$ cat src/design/ugff_pkg.sv
// Shared types and constants for the uncompressed GIF frame framer.
// Used by the front end, the command queue and the byte sequencer.
package ugff_pkg;

   localparam int CSR_INDEX_BITS = 8;
   localparam logic [CSR_INDEX_BITS-1:0] CSR_IMAGE_WIDTH  = 8'd0;
   localparam logic [CSR_INDEX_BITS-1:0] CSR_IMAGE_HEIGHT = 8'd1;
   localparam logic [CSR_INDEX_BITS-1:0] CSR_FRAME_DELAY  = 8'd2;
   localparam logic [CSR_INDEX_BITS-1:0] CSR_FRAME_TOTAL  = 8'd3;

   localparam int QUEUE_DEPTH = 4;

   localparam logic [7:0] EXT_INTRODUCER = 8'h21;
   localparam logic [7:0] GCE_LABEL      = 8'hF9;
   localparam logic [7:0] GCE_SIZE       = 8'h04;
   localparam logic [7:0] IMAGE_SEP      = 8'h2C;
   localparam logic [7:0] END_BLOCK_LEN  = 8'h01;
   localparam logic [7:0] ZERO_BYTE      = 8'h00;
   localparam logic [7:0] TRAILER_BYTE   = 8'h3B;

   typedef struct packed {
      logic [15:0] image_width;
      logic [15:0] image_height;
      logic [15:0] frame_delay;
      logic [15:0] frame_total;
   } cfg_type;

   typedef struct packed {
      logic header;
      logic block;
      logic frame_end;
      logic trailer;
   } frame_cmd_type;

   localparam int CMD_BITS = $bits(frame_cmd_type);

endpackage

$ cat src/design/uncompressed_gif_frame_framer_unit.sv
// Uncompressed GIF frame framer. Each pixel transaction on req_ becomes 1 to 26
// bytes on rsp_, the last one flagged by rsp_tlast; the byte sequencer sends one
// byte per cycle while rsp_tready is high. A pixel inside a sub-block gives one
// byte, a sub-block start three, and frame starts and ends up to 26. A
// four-entry command queue lets pixels be taken while earlier bytes drain.
// After a register write, req_tready drops for one cycle while the frame size
// product is recomputed. Depends on ugff_pkg, ugff_front, ugff_queue, ugff_back.
module uncompressed_gif_frame_framer_unit #(
   parameter int PIXEL_BITS = 7
) (
   input  logic                                clock,
   input  logic                                reset,
   input  logic                                csr_valid,
   output logic                                csr_ready,
   input  logic [ugff_pkg::CSR_INDEX_BITS-1:0] csr_index,
   input  logic [15:0]                         csr_data,
   input  logic                                req_tvalid,
   output logic                                req_tready,
   input  logic [7:0]                          req_tdata,  // [6:0] pixel, [7] zero
   output logic                                rsp_tvalid,
   input  logic                                rsp_tready,
   output logic [7:0]                          rsp_tdata,  // [7:0] out_byte
   output logic                                rsp_tlast
);
   import ugff_pkg::*;

   localparam int ENTRY_BITS = CMD_BITS + 2 * PIXEL_BITS;

   cfg_type               cfg;
   logic                  queue_ready, queue_push, cmd_valid, cmd_pop;
   logic [ENTRY_BITS-1:0] queue_entry, cmd_entry;

   ugff_front #(.PIXEL_BITS(PIXEL_BITS)) u_front (
      .clock       (clock),
      .reset       (reset),
      .csr_valid   (csr_valid),
      .csr_ready   (csr_ready),
      .csr_index   (csr_index),
      .csr_data    (csr_data),
      .req_tvalid  (req_tvalid),
      .req_tready  (req_tready),
      .req_tdata   (req_tdata),
      .queue_ready (queue_ready),
      .queue_push  (queue_push),
      .queue_entry (queue_entry),
      .cfg         (cfg)
   );

   ugff_queue #(.WIDTH(ENTRY_BITS)) u_queue (
      .clock      (clock),
      .reset      (reset),
      .push       (queue_push),
      .push_data  (queue_entry),
      .push_ready (queue_ready),
      .pop        (cmd_pop),
      .pop_valid  (cmd_valid),
      .pop_data   (cmd_entry)
   );

   ugff_back #(.PIXEL_BITS(PIXEL_BITS)) u_back (
      .clock      (clock),
      .reset      (reset),
      .cfg        (cfg),
      .cmd_valid  (cmd_valid),
      .cmd_entry  (cmd_entry),
      .cmd_pop    (cmd_pop),
      .rsp_tvalid (rsp_tvalid),
      .rsp_tready (rsp_tready),
      .rsp_tdata  (rsp_tdata),
      .rsp_tlast  (rsp_tlast)
   );

endmodule

$ cat src/design/ugff_front.sv
// Front end of the framer: configuration registers, frame and sub-block
// counters, and classification of each pixel into a queued command.
// Depends on ugff_pkg.
module ugff_front #(
   parameter int PIXEL_BITS = 7
) (
   input  logic                                clock,
   input  logic                                reset,
   input  logic                                csr_valid,
   output logic                                csr_ready,
   input  logic [ugff_pkg::CSR_INDEX_BITS-1:0] csr_index,
   input  logic [15:0]                         csr_data,
   input  logic                                req_tvalid,
   output logic                                req_tready,
   input  logic [7:0]                          req_tdata,
   input  logic                                queue_ready,
   output logic                                queue_push,
   output logic [ugff_pkg::CMD_BITS+2*PIXEL_BITS-1:0] queue_entry,
   output ugff_pkg::cfg_type                   cfg
);
   import ugff_pkg::*;

   localparam logic [PIXEL_BITS-1:0] BLOCK_MAX = PIXEL_BITS'((1 << PIXEL_BITS) - 2);

   cfg_type       cfg_ff, cfg_in;
   logic          hold_ff;
   logic [31:0]   frame_size_ff, frame_size_in;
   logic [31:0]   pixel_index_ff, pixel_index_in;
   logic [PIXEL_BITS-1:0] block_fill_ff, block_fill_in;
   logic [15:0]   frame_index_ff, frame_index_in;

   logic [32:0]   diff;
   logic          ahead, done, last_frame;
   logic [31:0]   left;
   logic [PIXEL_BITS-1:0] left_clamped, len_byte, fill, fill_inc;
   logic [15:0]   frame_limit;
   logic [31:0]   product;
   frame_cmd_type cmd;
   logic          accept;

   assign csr_ready  = 1'b1;
   assign req_tready = queue_ready && !hold_ff;
   assign accept     = req_tvalid && req_tready;
   assign cfg        = cfg_ff;

   always_comb begin
      cfg_in = cfg_ff;
      if (csr_valid) begin
         unique case (csr_index)
            CSR_IMAGE_WIDTH:  cfg_in.image_width  = csr_data;
            CSR_IMAGE_HEIGHT: cfg_in.image_height = csr_data;
            CSR_FRAME_DELAY:  cfg_in.frame_delay  = csr_data;
            CSR_FRAME_TOTAL:  cfg_in.frame_total  = csr_data;
            default:          cfg_in = cfg_ff;
         endcase
      end
   end

   assign product       = cfg_ff.image_width * cfg_ff.image_height;
   assign frame_size_in = (product == 32'd0) ? 32'd1 : product;

   always_comb begin
      diff  = {1'b0, frame_size_ff} - {1'b0, pixel_index_ff};
      ahead = !diff[32] && (diff != 33'd0);
      done  = diff[32] || (diff[32:1] == 32'd0);
      left  = ahead ? diff[31:0] : 32'd1;
      left_clamped = (left > {{(32-PIXEL_BITS){1'b0}}, BLOCK_MAX}) ?
                     BLOCK_MAX : left[PIXEL_BITS-1:0];
      len_byte = left_clamped + PIXEL_BITS'(1);

      frame_limit = (cfg_ff.frame_total == 16'd0) ? 16'd1 : cfg_ff.frame_total;
      last_frame  = ({1'b0, frame_index_ff} + 17'd1) >= {1'b0, frame_limit};

      cmd.header    = (pixel_index_ff == 32'd0);
      fill          = cmd.header ? '0 : block_fill_ff;
      cmd.block     = (fill == '0);
      cmd.frame_end = done;
      cmd.trailer   = done && last_frame;
      fill_inc      = fill + PIXEL_BITS'(1);

      pixel_index_in = pixel_index_ff;
      block_fill_in  = block_fill_ff;
      frame_index_in = frame_index_ff;
      if (accept) begin
         if (done) begin
            pixel_index_in = 32'd0;
            block_fill_in  = '0;
            frame_index_in = last_frame ? 16'd0 : frame_index_ff + 16'd1;
         end else begin
            pixel_index_in = pixel_index_ff + 32'd1;
            block_fill_in  = (fill_inc >= BLOCK_MAX) ? '0 : fill_inc;
         end
      end
   end

   assign queue_push  = accept;
   assign queue_entry = {cmd, len_byte, req_tdata[PIXEL_BITS-1:0]};

   always_ff @(posedge clock) begin
      if (reset) begin
         cfg_ff.image_width  <= 16'd256;
         cfg_ff.image_height <= 16'd256;
         cfg_ff.frame_delay  <= 16'd2;
         cfg_ff.frame_total  <= 16'd1;
         hold_ff        <= 1'b0;
         frame_size_ff  <= 32'd65536;
         pixel_index_ff <= 32'd0;
         block_fill_ff  <= '0;
         frame_index_ff <= 16'd0;
      end else begin
         cfg_ff         <= cfg_in;
         hold_ff        <= csr_valid;
         frame_size_ff  <= frame_size_in;
         pixel_index_ff <= pixel_index_in;
         block_fill_ff  <= block_fill_in;
         frame_index_ff <= frame_index_in;
      end
   end

endmodule

$ cat src/design/ugff_queue.sv
// Short command queue between the framer front end and the byte sequencer.
// Depends on ugff_pkg for its depth.
module ugff_queue #(
   parameter int WIDTH = 18
) (
   input  logic             clock,
   input  logic             reset,
   input  logic             push,
   input  logic [WIDTH-1:0] push_data,
   output logic             push_ready,
   input  logic             pop,
   output logic             pop_valid,
   output logic [WIDTH-1:0] pop_data
);
   import ugff_pkg::*;

   localparam int PTR_BITS   = $clog2(QUEUE_DEPTH);
   localparam int COUNT_BITS = $clog2(QUEUE_DEPTH + 1);

   logic [WIDTH-1:0]      entry_ff [QUEUE_DEPTH];
   logic [PTR_BITS-1:0]   wr_ptr_ff, wr_ptr_in, rd_ptr_ff, rd_ptr_in;
   logic [COUNT_BITS-1:0] count_ff, count_in;
   logic                  do_push, do_pop;

   assign push_ready = (count_ff != COUNT_BITS'(QUEUE_DEPTH));
   assign pop_valid  = (count_ff != '0);
   assign pop_data   = entry_ff[rd_ptr_ff];
   assign do_push    = push && push_ready;
   assign do_pop     = pop && pop_valid;

   always_comb begin
      wr_ptr_in = do_push ? wr_ptr_ff + PTR_BITS'(1) : wr_ptr_ff;
      rd_ptr_in = do_pop  ? rd_ptr_ff + PTR_BITS'(1) : rd_ptr_ff;
      count_in  = count_ff + COUNT_BITS'(do_push) - COUNT_BITS'(do_pop);
   end

   always_ff @(posedge clock) begin
      if (do_push) begin
         entry_ff[wr_ptr_ff] <= push_data;
      end
   end

   always_ff @(posedge clock) begin
      if (reset) begin
         wr_ptr_ff <= '0;
         rd_ptr_ff <= '0;
         count_ff  <= '0;
      end else begin
         wr_ptr_ff <= wr_ptr_in;
         rd_ptr_ff <= rd_ptr_in;
         count_ff  <= count_in;
      end
   end

endmodule

$ cat src/design/ugff_back.sv
// Byte sequencer of the framer: walks the byte slots of each queued command
// and drives the registered result stream. Depends on ugff_pkg.
module ugff_back #(
   parameter int PIXEL_BITS = 7
) (
   input  logic                clock,
   input  logic                reset,
   input  ugff_pkg::cfg_type   cfg,
   input  logic                cmd_valid,
   input  logic [ugff_pkg::CMD_BITS+2*PIXEL_BITS-1:0] cmd_entry,
   output logic                cmd_pop,
   output logic                rsp_tvalid,
   input  logic                rsp_tready,
   output logic [7:0]          rsp_tdata,
   output logic                rsp_tlast
);
   import ugff_pkg::*;

   localparam logic [4:0] SLOT_FIRST      = 5'd0;
   localparam logic [4:0] SLOT_DELAY_LO   = 5'd4;
   localparam logic [4:0] SLOT_DELAY_HI   = 5'd5;
   localparam logic [4:0] SLOT_SEPARATOR  = 5'd8;
   localparam logic [4:0] SLOT_WIDTH_LO   = 5'd13;
   localparam logic [4:0] SLOT_WIDTH_HI   = 5'd14;
   localparam logic [4:0] SLOT_HEIGHT_LO  = 5'd15;
   localparam logic [4:0] SLOT_HEIGHT_HI  = 5'd16;
   localparam logic [4:0] SLOT_CODE_SIZE  = 5'd18;
   localparam logic [4:0] SLOT_BLOCK_LEN  = 5'd19;
   localparam logic [4:0] SLOT_CLEAR      = 5'd20;
   localparam logic [4:0] SLOT_PIXEL      = 5'd21;
   localparam logic [4:0] SLOT_END_LEN    = 5'd22;
   localparam logic [4:0] SLOT_STOP       = 5'd23;
   localparam logic [4:0] SLOT_TERMINATOR = 5'd24;
   localparam logic [4:0] SLOT_TRAILER    = 5'd25;

   localparam logic [7:0] CLEAR_CODE = 8'(1 << PIXEL_BITS);
   localparam logic [7:0] STOP_CODE  = 8'((1 << PIXEL_BITS) + 1);

   frame_cmd_type         cmd;
   logic [PIXEL_BITS-1:0] len_byte, pix;
   logic                  busy_ff, busy_in;
   logic [4:0]            slot_ff, slot_in, cur, nxt;
   logic                  last;
   logic [7:0]            byte_val;
   logic                  advance, emit;
   logic                  valid_ff, valid_in, tlast_ff, tlast_in;
   logic [7:0]            data_ff, data_in;

   assign {cmd, len_byte, pix} = cmd_entry;
   assign advance = !valid_ff || rsp_tready;
   assign emit    = advance && cmd_valid;

   always_comb begin
      if (busy_ff) begin
         cur = slot_ff;
      end else if (cmd.header) begin
         cur = SLOT_FIRST;
      end else if (cmd.block) begin
         cur = SLOT_BLOCK_LEN;
      end else begin
         cur = SLOT_PIXEL;
      end

      last = 1'b0;
      nxt  = cur + 5'd1;
      priority if (cur == SLOT_CODE_SIZE) begin
         nxt = cmd.block ? SLOT_BLOCK_LEN : SLOT_PIXEL;
      end else if (cur == SLOT_PIXEL) begin
         last = !cmd.frame_end;
      end else if (cur == SLOT_TERMINATOR) begin
         last = !cmd.trailer;
      end else if (cur == SLOT_TRAILER) begin
         last = 1'b1;
      end else begin
         last = 1'b0;
      end

      unique case (cur)
         5'd0:            byte_val = EXT_INTRODUCER;
         5'd1:            byte_val = GCE_LABEL;
         5'd2:            byte_val = GCE_SIZE;
         SLOT_DELAY_LO:   byte_val = cfg.frame_delay[7:0];
         SLOT_DELAY_HI:   byte_val = cfg.frame_delay[15:8];
         SLOT_SEPARATOR:  byte_val = IMAGE_SEP;
         SLOT_WIDTH_LO:   byte_val = cfg.image_width[7:0];
         SLOT_WIDTH_HI:   byte_val = cfg.image_width[15:8];
         SLOT_HEIGHT_LO:  byte_val = cfg.image_height[7:0];
         SLOT_HEIGHT_HI:  byte_val = cfg.image_height[15:8];
         SLOT_CODE_SIZE:  byte_val = 8'(PIXEL_BITS);
         SLOT_BLOCK_LEN:  byte_val = 8'(len_byte);
         SLOT_CLEAR:      byte_val = CLEAR_CODE;
         SLOT_PIXEL:      byte_val = 8'(pix);
         SLOT_END_LEN:    byte_val = END_BLOCK_LEN;
         SLOT_STOP:       byte_val = STOP_CODE;
         SLOT_TRAILER:    byte_val = TRAILER_BYTE;
         default:         byte_val = ZERO_BYTE;
      endcase

      busy_in  = busy_ff;
      slot_in  = slot_ff;
      valid_in = advance ? cmd_valid : valid_ff;
      data_in  = data_ff;
      tlast_in = tlast_ff;
      if (emit) begin
         busy_in  = !last;
         slot_in  = nxt;
         data_in  = byte_val;
         tlast_in = last;
      end
   end

   assign cmd_pop    = emit && last;
   assign rsp_tvalid = valid_ff;
   assign rsp_tdata  = data_ff;
   assign rsp_tlast  = tlast_ff;

   always_ff @(posedge clock) begin
      data_ff  <= data_in;
      tlast_ff <= tlast_in;
      slot_ff  <= slot_in;
   end

   always_ff @(posedge clock) begin
      if (reset) begin
         busy_ff  <= 1'b0;
         valid_ff <= 1'b0;
      end else begin
         busy_ff  <= busy_in;
         valid_ff <= valid_in;
      end
   end

endmodule

$ cat config.mk
export PLATFORM = sky130hd
export DESIGN_NAME = uncompressed_gif_frame_framer_unit
export DESIGN_NICKNAME = d
export VERILOG_FILES = /design/src/design/ugff_pkg.sv /design/src/design/uncompressed_gif_frame_framer_unit.sv /design/src/design/ugff_front.sv /design/src/design/ugff_queue.sv /design/src/design/ugff_back.sv
export SDC_FILE = /design/constraint.sdc
export NUM_CORES = 1
export LEC_CHECK = 0
export BUFFER_PORTS_ARGS = -buffer_cell sky130_fd_sc_hd__buf_2
export CORE_MARGIN = 5
export CORE_UTILIZATION = 68
export DETAILED_ROUTE_END_ITERATION = 10
export PLACE_DENSITY = 0.92
export SETUP_SLACK_MARGIN = 0.02
export SYNTH_ARGS = -nofsm -noshare
export SYNTH_HDL_FRONTEND = slang
export SYNTH_HIERARCHICAL = 1
export SYNTH_SLANG_ARGS = --single-unit
$ cat constraint.sdc
create_clock -name clock -period 13.5 [get_ports clock]
set_input_delay 4.05 -clock clock [delete_from_list [all_inputs] [get_ports clock]]
set_output_delay 4.05 -clock clock [all_outputs]
set_load 0.02 [all_outputs]
==> key figures, run 1 <==
STA
  – Crit path time final: 7930 ps
  – RSZ-0062 raised after global routing: no
  – Fin crit share: just under 60%
  – Clock Skew: roughly 45 ps
  – Slew @ Worst Pin: ~1200 ps
  – Max frequency: 0.126 GHz
  – Endpoints failing setup: 0
  – Worst hold slack: just over 500 ps
  – Slew Viols, Final: 0
  – Final Hold Viols: 0
  – Relative slew margins: 18.6%
  – Final setup TNS: 0 ps

Logic synthesis
  – Synth cell types: 106
  – Synth warn: 6
  – FF+latch count, synth: roughly 250
  – Syn Std Cell Area: about 0.023 mm2
  – Synthesized net count: slightly below 3000
  – Ys async rst share: 0%
  – Sequential share of the synthesized area: 25.7%
  – Post-synth EDFFs: between 80 and 90
  – Synthesized area per cell: a little over 9 um2
  – Cells after synthesis: between 2000 and 2500
  – Ys flop type: dfxtp_1

Detailed routing
  – First-pass DRT Iterations: 6
  – Total Wirelength: roughly 66 mm
  – Routed len/inst: around 23 um
  – Vias: around 19000
  – Routed Antenna Nets: 0
  – DRT iter0 DRCs: approximately 2700
  – Vias per cell: between 6 and 7
  – DRC viols: 0

Layout
  – Share of layout cells above drive strength 1: 6.00%
  – Layout area overhead: 5.22%
  – Most frequent cells in the layout: inv_1 (317), nand2_1 (264), fa_1 (196)
  – Layout Utilization: a little under three quarters
  – Final antenna diode count: 0
  – Final net count: between 2000 and 3000
  – Commonest non-fill, non-tap cell in the layout: inv_1
  – Cell area after layout: between 0.02 and 0.025 mm2
  – FILL cells: approximately 2300

Worst setup path
  – Worst setup path category: reg -> reg
  – RR Startpoint: u_front/cfg[35]
  – Critical-path maximum fanout: 18
  – Depth of the most critical reg-to-reg path: 21
  – CP arrival: 8330 ps
  – Crit Reg-Reg Endpoint: u_front/frame_size_ff[27]
  – R2R Setup Slk: around 5600 ps
  – Crit. Startpoint: u_front/cfg[35]
  – WP data required: 13890 ps
  – Worst setup EP type: flop
  – CP startpoint kind: flop

Placed design
  – HPWL Detailed: roughly 46 mm
  – GPL Wtd Cong: slightly above 1
  – IO Port Bufs: 46
  – DP Area: 0.0230 mm2

Die
  – Die Ht: ~190 um
  – Die Span X: just under 200 um
  – Die area: ~0.037 mm2
  – Core box area: between 0.03 and 0.04 mm2
  – IO Count: 49
  – Starting Density: between 60% and 70%
  – Num rows: 67

Clocking
  – Worst-Skew Late Latency: ~570 ps
  – Cts repair resizes: 0
  – Hold-fix buffer count after cts: 0
  – Post-CTS setup repair buffer count: 0
  – Clock H-tree levels: 1
  – Total CTS buffers: 26
  – Clk slew on worst S/H paths: roughly 60 ps
  – Clock root buffer: clkbuf_16
  – CTS tree: yes
  – Clock sink count: 249
  – Clock Path Buffers: 3

GRT
  – Gr ovfl total: 0
  – Via count of the first global-routing pass: about 20000
  – First-pass GRT wire length: around 110 mm
  – Gr usage total: between 30% and 40%
  – Initial antenna violation count: 0
  – Largest net degree at the start of global routing: 52

Pwr
  – LEAKAGE: 10.8 nW
  – Net Sw Frac: roughly a third
  – Int Power: around 1.4 mW
  – Gate power share: about a fifth
  – NetSw: around 0.67 mW
  – Clock share of power: approximately a third
  – Power per Cell Area: 86.9 mW/mm2
  – Sequential Power Share: between 40 and 50%
  – VDD IR max: 0.153 mV

Run
  – Max cap viols: 0

Worst hold path
  – Cell depth of the worst hold path: 2
  – Hold Path Sink: u_front/cfg[17]
  – Hold path startpoint: u_front/cfg[17]
  – Min-delay worst type: reg -> reg

Outcome
  – Status: complete, no violations
[cells in the mapped netlist, types with 68 or more instances]
master / n / area [um2]
clkbuf_1: 84 / 315
nand2_1: 264 / 991
mux2i_1: 79 / 791
dfxtp_1: 163 / 3260
edfxtp_1: 86 / 2580
xnor2_1: 68 / 596
and2_1: 140 / 876
a21oi_1: 84 / 420
inv_1: 317 / 1190
fa_1: 196 / 3920
ha_1: 166 / 2080
nor2_1: 155 / 582
[stage by stage]
stage	instances	worst slack (ps)	total power [mW]
5_1_grt	2916	5330	2.15
2_1_floorplan	2486	6630	1.21
3_5_place_dp	2868	5840	1.33
4_1_cts	2916	5810	2.06
6_report	2916	5570	2.08
3_3_place_gp	2868	5990	1.31
[power by group through the flow]
stage	clock, mW	sequential, mW	combinational (mW)
detailed placement	0	0.932	0.396
global placement	0	0.929	0.384
finish	0.733	0.925	0.418
CTS	0.735	0.920	0.406
global route	0.773	0.929	0.444
floorplan	0	0.895	0.315
[worst max path at each step]
| stage | cells after the start | to | slack, ps |
|---|---|---|---|
| finish | 21 | u_front/frame_size_ff[27] | 5570 |
| global route | 21 | u_front/frame_size_ff[27] | 5330 |
| CTS | 21 | u_front/frame_size_ff[27] | 5810 |
| detailed placement | 21 | u_front/frame_size_ff[27] | 5840 |
| global placement | 21 | u_front/frame_size_ff[27] | 5990 |
| floorplan | 24 | u_front/frame_size_ff[12] | 6630 |
[flip-flops by register name, indices dropped and copies added (netlist names), named ones only]
| signal | cells |
|---|---|
| u_back/busy_ff | 1 |
| u_front/cfg | 64 |
| u_back/slot_ff | 5 |
| u_front/frame_index_ff | 16 |
| u_back/rsp_tlast | 1 |
| u_back/rsp_tdata | 8 |
| u_queue/count_ff | 3 |
| u_front/pixel_index_ff | 32 |
| u_front/frame_size_ff | 32 |
| u_queue/rd_ptr_ff | 2 |
| u_back/rsp_tvalid | 1 |
| u_front/hold_ff | 1 |
| u_queue/entry_ff | 72 |
| u_queue/wr_ptr_ff | 2 |
| u_front/block_fill_ff | 7 |
[cells by family (layout without fill, tap and decap cells)]
group	count (synthesis)	after routing	share of synthesized area [%]
xor gates and xnor gates	96	96	3.70
and+or+nand+nor	867	867	19.4
adders and majority gates	362	362	26.4
buffers and inverters	441	423	7.77
muxes	101	101	5.60
DFF	249	249	25.7
other	1	1	0.0165
AOI/OAI and AO/OA	369	369	11.3
[worst max-delay path: stages, from the launching register on]
cell and delay, ps:
dfxtp_1 1110, nand2_1 260, fa_1 640, fa_1 440
fa_1 530, inv_1 50, fa_1 470, fa_1 540
inv_1 60, fa_1 530, inv_1 50, ha_1 340
a21oi_1 220, o21ai_0 150, a31o_2 250, a21o_1 250
a2111o_1 400, o211ai_1 200, nand4_1 160, nor4_1 410
a41o_1 590, nor2_1 130
[cell type report]
class	count	area, um2	share of cell area (%)
multi-input combinational	1796	15100	63.2
sequential	249	5850	24.5
inverter	318	1190	5.00
clock buffer	37	732	3.06
tap	448	561	2.35
timing repair buffer	57	315	1.32
clock inverter	11	143	0.597
[metal layers]
layer	global-route usage (%)	part of all wire [%]	vias up
li1	-	-	8361
met5	0	0	-
met2	57.6	46	1444
met3	6.80	10	361
met1	45.0	37	9323
met4	20.1	6.4	0
Note: power is estimated with default switching activity, not from simulation.
==> run 2: changes to the inputs <==
--- a/config.mk
+++ b/config.mk
@@ -7,9 +7,9 @@
 export LEC_CHECK = 0
 export BUFFER_PORTS_ARGS = -buffer_cell sky130_fd_sc_hd__buf_2
 export CORE_MARGIN = 5
-export CORE_UTILIZATION = 68
+export CORE_UTILIZATION = 65
 export DETAILED_ROUTE_END_ITERATION = 10
-export PLACE_DENSITY = 0.92
+export PLACE_DENSITY = 0.88
 export SETUP_SLACK_MARGIN = 0.02
 export SYNTH_ARGS = -nofsm -noshare
 export SYNTH_HDL_FRONTEND = slang
==> constraint.sdc (replaced) <==
create_clock -name clock -period 7.5 [get_ports clock]
set_input_delay 2.25 -clock clock [delete_from_list [all_inputs] [get_ports clock]]
set_output_delay 2.25 -clock clock [all_outputs]
set_load 0.02 [all_outputs]
==> key figures, run 2 (synthesis results as in run 1) <==
Outcome
  – Status: complete, no violations

Layout
  – Final net count: 2878 (+1.1%)
  – Layout area overhead: 6.39%
  – Commonest non-fill, non-tap cell in the layout: inv_1
  – Final antenna diode count: 0 (unchanged)
  – FILL cells: 2467 (+9.1%)
  – Most frequent cells in the layout: inv_1 (317), nand2_1 (264), fa_1 (196)
  – Largest register FFs: 72 (unchanged)
  – Share of layout cells above drive strength 1: 7.49% (+1.5 points)
  – Largest Register: u_queue/entry_ff

STA
  – Final setup TNS: 0 ps (unchanged)
  – Slew Viols, Final: 0 (unchanged)
  – RSZ-0062 raised after global routing: no
  – Slew @ Worst Pin: 1160 ps (-61.5 ps)
  – Final Hold Viols: 0 (unchanged)
  – Clock Skew: 13.6 ps (-31.9 ps)
  – Max frequency: 0.138 GHz (+9.6%)
  – Final Worst Setup Slack: 258 ps (-5310 ps)
  – Endpoints failing setup: 0 (unchanged)
  – Crit path time final: 7240 ps (-693 ps)
  – Relative slew margins: 22.7% (+4.1 points)
  – Fin crit share: 96.6% (+38 points)

Worst setup path
  – RR Startpoint: u_front/cfg[51]
  – CP max stage delay: 700 ps (-410 ps)
  – CP arrival: 7650 ps (-680 ps)
  – Most common cell on crit path: fa_1
  – WP data required: 7910 ps (-5980 ps)
  – CP startpoint kind: flop
  – Crit. Startpoint: u_front/cfg[51]
  – CP delay by family, top: adder cells
  – WP buf/inv: 4 (+1)
  – Worst setup path category: reg -> reg
  – Critical-path maximum fanout: 10 (-8)
  – Worst setup EP type: flop
  – Critical path's slowest cell: dfxtp_1
  – Crit path cell chain: buf_4, nand2_1, fa_1, inv_1, fa_1, fa_1, fa_1, fa_1, inv_1, fa_1, inv_1, ha_1, a21oi_1, o21ai_0, a31o_2, a21o_1, a2111o_1, o211ai_1, nand4_1, nor4_2, nand4_1, and3_1

Clocking
  – Clock Path Buffers: 3 (unchanged)
  – Clock sink count: 249 (unchanged)
  – Worst-Skew Late Latency: 520 ps (-50 ps)
  – CTS tree: yes
  – Total CTS buffers: 25 (-3.8%)
  – Clock H-tree levels: 1 (unchanged)
  – Clk slew on worst S/H paths: 60 ps (about the same)
  – Post-CTS setup repair buffer count: 0 (unchanged)
  – Clock root buffer: clkbuf_16

GRT
  – Gr usage total: 31.4% (-4.2 points)
  – Via count of the first global-routing pass: 19066 (-5.3%)
  – Initial antenna violation count: 1 (+1)
  – Largest net degree at the start of global routing: 68 (+31%)
  – First-pass GRT wire length: 99.0 mm (-5.8%)
  – Gr ovfl total: 0 (unchanged)

Detailed routing
  – DRC viols: 0 (unchanged)
  – Vias: 18988 (-2.6%)
  – First-pass DRT Iterations: 6 (unchanged)
  – Total Wirelength: 62.0 mm (-5.8%)
  – Routed Antenna Nets: 0 (unchanged)
  – DRT iter0 DRCs: 2311 (-16%)
  – Vias per cell: 6.43 (-3.8%)
  – Routed len/inst: 21.0 um (-6.9%)

Die
  – Num rows: 68 (+1.5%)
  – Starting Density: 65.7% (-2.5 points)
  – Die Ht: 197 um (+2.2%)
  – Core box area: 0.0345 mm2 (+3.8%)
  – Die area: 0.0388 mm2 (+4.4%)
  – IO Count: 49 (unchanged)
  – Die Span X: 197 um (+2.2%)

Placed design
  – GPL Wtd Cong: 0.979 (-4.8%)
  – IO Port Bufs: 46 (unchanged)
  – Setup WS pre-CTS: 280 ps (-5560 ps)
  – HPWL Detailed: 46.9 mm (+1.4%)

Pwr
  – LEAKAGE: 10.9 nW (+1.6%)
  – Power per Cell Area: 153 mW/mm2 (+76%)
  – VDD IR max: 0.226 mV (+48%)

Worst hold path
  – Hold path startpoint: u_front/cfg[27]
  – Min-delay worst type: reg -> reg

Run
  – Max cap viols: 0 (unchanged)
[run 2: changes by cell type in the layout (fill, tap and decap cells not counted), sizes merged]
| cell | previous run | this run |
|---|---|---|
| inv | 320 | 318 |
| clkinv | 5 | 2 |
| clkinvlp | 2 | 3 |
| buf | 57 | 89 |
| bufinv | 2 | 3 |
[run 2: timing repair]
action | CTS | global route
resized for setup | 0 | 9
hold buffers | 0 | 0
endpoints found under the setup margin | 0 | 22
[run 2: where the power goes]
group | total [mW] | switching, mW | internal (mW) | leakage [nW]
Sequential | 1.63 | 0.114 | 1.52 | 2.06
Clock | 1.30 | 0.515 | 0.785 | 0.413
Combinational | 0.758 | 0.496 | 0.262 | 8.47
[run 2: stage by stage]
stage | power [mW] | utilization, % | hold slack, ps | cell area, um2 | cells
2_1_floorplan | 2.18 | - | 437 | 22700 | 2486
3_3_place_gp | 2.36 | 67.4 | 469 | 23300 | 2907
3_5_place_dp | 2.39 | 67.4 | 484 | 23300 | 2907
4_1_cts | 3.67 | 69.9 | 498 | 24100 | 2952
5_1_grt | 3.83 | 69.9 | 533 | 24200 | 2952
6_report | 3.69 | 69.9 | 503 | 24200 | 2952
[run 2: worst reg2reg max path, cell delays in order (launching register included)]
cell	delay (ps)
dfxtp_1	700
buf_4	300
nand2_1	100
fa_1	430
inv_1	100
fa_1	410
fa_1	490
fa_1	540
fa_1	580
inv_1	70
fa_1	540
inv_1	50
ha_1	380
a21oi_1	200
o21ai_0	120
a31o_2	230
a21o_1	240
a2111o_1	410
o211ai_1	200
nand4_1	170
nor4_2	370
nand4_1	250
and3_1	280
[run 2: worst paths after layout]
| path | endpoint | slack, ps | cells after the start |
|---|---|---|---|
| worst max register to register | u_front/frame_size_ff[3] | 260 | 22 |
| worst min-delay path | u_front/cfg[27] | 500 | 2 |
| worst max-delay path | u_front/frame_size_ff[3] | 260 | 22 |
| worst min register to register | u_front/cfg[27] | 500 | 2 |
[run 2: routing by layer]
layer  wire length (um)  GRT usage [%]  vias up
met5                 13              0        -
met4               2840           13.1        2
met3               5450           4.84      227
met2              29200           52.0     1146
met1              24500           41.6     9197
li1                   -              -     8416
[run 2: final cells by class]
| type | count | area, um2 | share of cell area, % |
|---|---|---|---|
| timing repair buffer | 89 | 568 | 2.35 |
| multi-input combinational | 1796 | 15100 | 62.5 |
| clock buffer | 37 | 741 | 3.07 |
| inverter | 318 | 1190 | 4.94 |
| clock inverter | 8 | 121 | 0.502 |
| tap | 455 | 569 | 2.36 |
| sequential | 249 | 5860 | 24.2 |
==> run 3: changes to the inputs <==
--- a/config.mk
+++ b/config.mk
@@ -6,7 +6,7 @@
 export NUM_CORES = 1
 export LEC_CHECK = 0
 export BUFFER_PORTS_ARGS = -buffer_cell sky130_fd_sc_hd__buf_2
-export CORE_MARGIN = 5
+export CORE_MARGIN = 4
 export CORE_UTILIZATION = 65
 export DETAILED_ROUTE_END_ITERATION = 10
 export PLACE_DENSITY = 0.88
==> key figures, run 3 (synthesis results as in run 1) <==
GRT
  – Met2 Usage GRT: 53.5% (+1.5 points)
  – Gr usage total: 32.3% (+0.90 points)
  – GR Util met3: 6.21% (+1.4 points)
  – Routing usage on met1: 42.4% (+0.78 points)
  – Gr ovfl total: 0 (unchanged)
  – First-pass GRT wire length: 101 mm (+2.0%)
  – Initial antenna violation count: 0 (-1)
  – Largest net degree at the start of global routing: 74 (+8.8%)
  – Via count of the first global-routing pass: 19546 (+2.5%)
  – GRT busiest layer: met2

Die
  – Die Span X: 195 um (-1.0%)
  – Die area: 0.0380 mm2 (-2.0%)
  – Starting Density: 65.9% (+0.16 points)
  – IO Count: 49 (unchanged)
  – Core box area: 0.0345 mm2 (-0.25%)
  – Num rows: 68 (unchanged)
  – Die Ht: 195 um (-1.0%)

STA
  – Final Worst Setup Slack: 267 ps (+8.80 ps)
  – Max frequency: 0.138 GHz (+0.12%)
  – Relative slew margins: 24.9% (+2.2 points)
  – Slew Viols, Final: 0 (unchanged)
  – Worst hold slack: 503 ps (+0.339 ps)
  – Crit path time final: 7230 ps (-8.80 ps)
  – Fin crit share: 96.4% (-0.12 points)
  – Final Hold Viols: 0 (unchanged)
  – RSZ-0062 raised after global routing: no
  – Final setup TNS: 0 ps (unchanged)
  – Endpoints failing setup: 0 (unchanged)
  – Clock Skew: 21.6 ps (+8.08 ps)
  – Slew @ Worst Pin: 1120 ps (-32.6 ps)

Detailed routing
  – First-pass DRT Iterations: 7 (+1)
  – DRT iter0 DRCs: 2113 (-8.6%)
  – Vias: 18910 (-0.41%)
  – DRC viols: 0 (unchanged)
  – Routed len/inst: 21.1 um (+0.29%)
  – Total Wirelength: 62.2 mm (+0.29%)
  – Routed Antenna Nets: 0 (unchanged)
  – Vias per cell: 6.41 (-0.41%)

Worst setup path
  – Crit path cell chain: buf_4, and2_1, fa_1, inv_1, fa_1, fa_1, inv_1, fa_1, fa_1, inv_1, fa_1, inv_1, ha_1, a21oi_1, o21ai_0, a31o_2, a21o_1, a2111o_1, o211ai_1, nand4_1, nor4_2, nand4_1, and3_1
  – CP arrival: 7630 ps (-20 ps)
  – Most common cell on crit path: fa_1
  – Worst setup path category: reg -> reg
  – Worst setup endpoint: u_front/frame_size_ff[2]
  – CP startpoint kind: flop
  – Crit Reg-Reg Endpoint: u_front/frame_size_ff[2]
  – CP max stage delay: 580 ps (-120 ps)
  – R2R Setup Slk: 270 ps (about the same)
  – RR Startpoint: u_front/cfg[56]
  – Critical-path maximum fanout: 10 (unchanged)
  – WP data required: 7900 ps (about the same)
  – Worst setup EP type: flop
  – Depth of the most critical reg-to-reg path: 23 (+4.5%)
  – Critical path's slowest cell: fa_1
  – Crit. Startpoint: u_front/cfg[56]

Layout
  – Layout Utilization: 69.9% (about the same)
  – Most frequent cells in the layout: inv_1 (317), nand2_1 (264), fa_1 (196)
  – FILL cells: 2487 (+0.81%)
  – Reg area: 0.00587 mm2 (+0.21%)
  – Cell area after layout: 0.0241 mm2 (-0.22%)
  – Largest register FFs: 72 (unchanged)
  – Non-Filler Instances: 2952 (unchanged)
  – Commonest non-fill, non-tap cell in the layout: inv_1
  – Final antenna diode count: 0 (unchanged)
  – Multi-input gate area: 0.0151 mm2 (unchanged)
  – Layout area overhead: 6.16%
  – Share of layout cells above drive strength 1: 7.89% (+0.40 points)
  – Largest Register: u_queue/entry_ff
  – Final net count: 2877 (-0.035%)

Clocking
  – Clock H-tree levels: 1 (unchanged)
  – Post-CTS setup repair buffer count: 0 (unchanged)
  – Clock Path Buffers: 3 (unchanged)
  – Worst-Skew Late Latency: 530 ps (about the same)
  – Total CTS buffers: 25 (unchanged)
  – CTS tree: yes
  – Clock sink count: 249 (unchanged)
  – Clock root buffer: clkbuf_16
  – Clk slew on worst S/H paths: 60 ps (about the same)

Pwr
  – Power per Cell Area: 151 mW/mm2 (-1.0%)
  – VDD IR max: 0.255 mV (+13%)
  – Total Power: 3.64 mW (-1.3%)
  – LEAKAGE: 10.9 nW (-0.22%)

Placed design
  – IO Port Bufs: 46 (unchanged)
  – Setup WS pre-CTS: 235 ps (-44.3 ps)
  – HPWL Detailed: 46.6 mm (-0.71%)
  – DP Area: 0.0233 mm2 (about the same)
  – GPL Wtd Cong: 0.978 (about the same)
  – DP Cell Count: 2906 (-0.034%)

Worst hold path
  – Min-delay worst type: reg -> reg
  – Hold path startpoint: u_front/cfg[17]

Outcome
  – Status: complete, no violations

Run
  – Max cap viols: 0 (unchanged)
-- run 3: changes by cell type in the layout (fill, tap and decap cells not counted), sizes merged --
cell / previous run / this run
bufinv: 3 / 2
inv: 318 / 320
clkbuf: 37 / 34
buf: 89 / 88
clkinv: 2 / 5
-- run 3: worst min-delay path by stage --
stage	end	cells past startpoint
after floorplan	u_front/cfg[17]	2
after global placement	u_front/cfg[17]	2
after detailed placement	u_front/cfg[17]	2
after CTS	u_front/cfg[17]	2
after global routing	u_front/frame_index_ff[4]	2
final	u_front/cfg[17]	2
-- run 3: layout make-up --
cell class	count	share of cell area [%]
sequential	249	24.3
multi-input combinational	1796	62.7
inverter	318	4.95
clock inverter	12	0.519
tap	455	2.36
timing repair buffer	88	2.27
clock buffer	34	2.87
-- run 3: repair_timing --
| item | in CTS | in global routing |
|---|---|---|
| hold buffers | 0 | 0 |
| resized for setup | 0 | 19 |
| hold endpoints to repair | 0 | 0 |
| setup endpoints to repair | 0 | 22 |
-- run 3: worst max-delay path, delay by kind of cell, from the launching register on --
kind | cells | cell delay, ps
buffers and inverters | 5 | 450
DFF | 1 | 410
and+or+nand+nor | 5 | 1290
AOI/OAI and AO/OA | 6 | 1440
adders and majority gates | 7 | 3490
-- run 3: layer usage --
layer	vias up	wire length [um]
met5	-	0
met4	0	2950
met3	250	5940
met2	1119	29300
met1	9117	24000
li1	8424	-
-- run 3: where the power goes --
part	internal (mW)	switching [mW]	leakage (nW)
clock	0.718	0.530	0.395
sequential	1.52	0.135	2.07
combinational	0.259	0.483	8.45
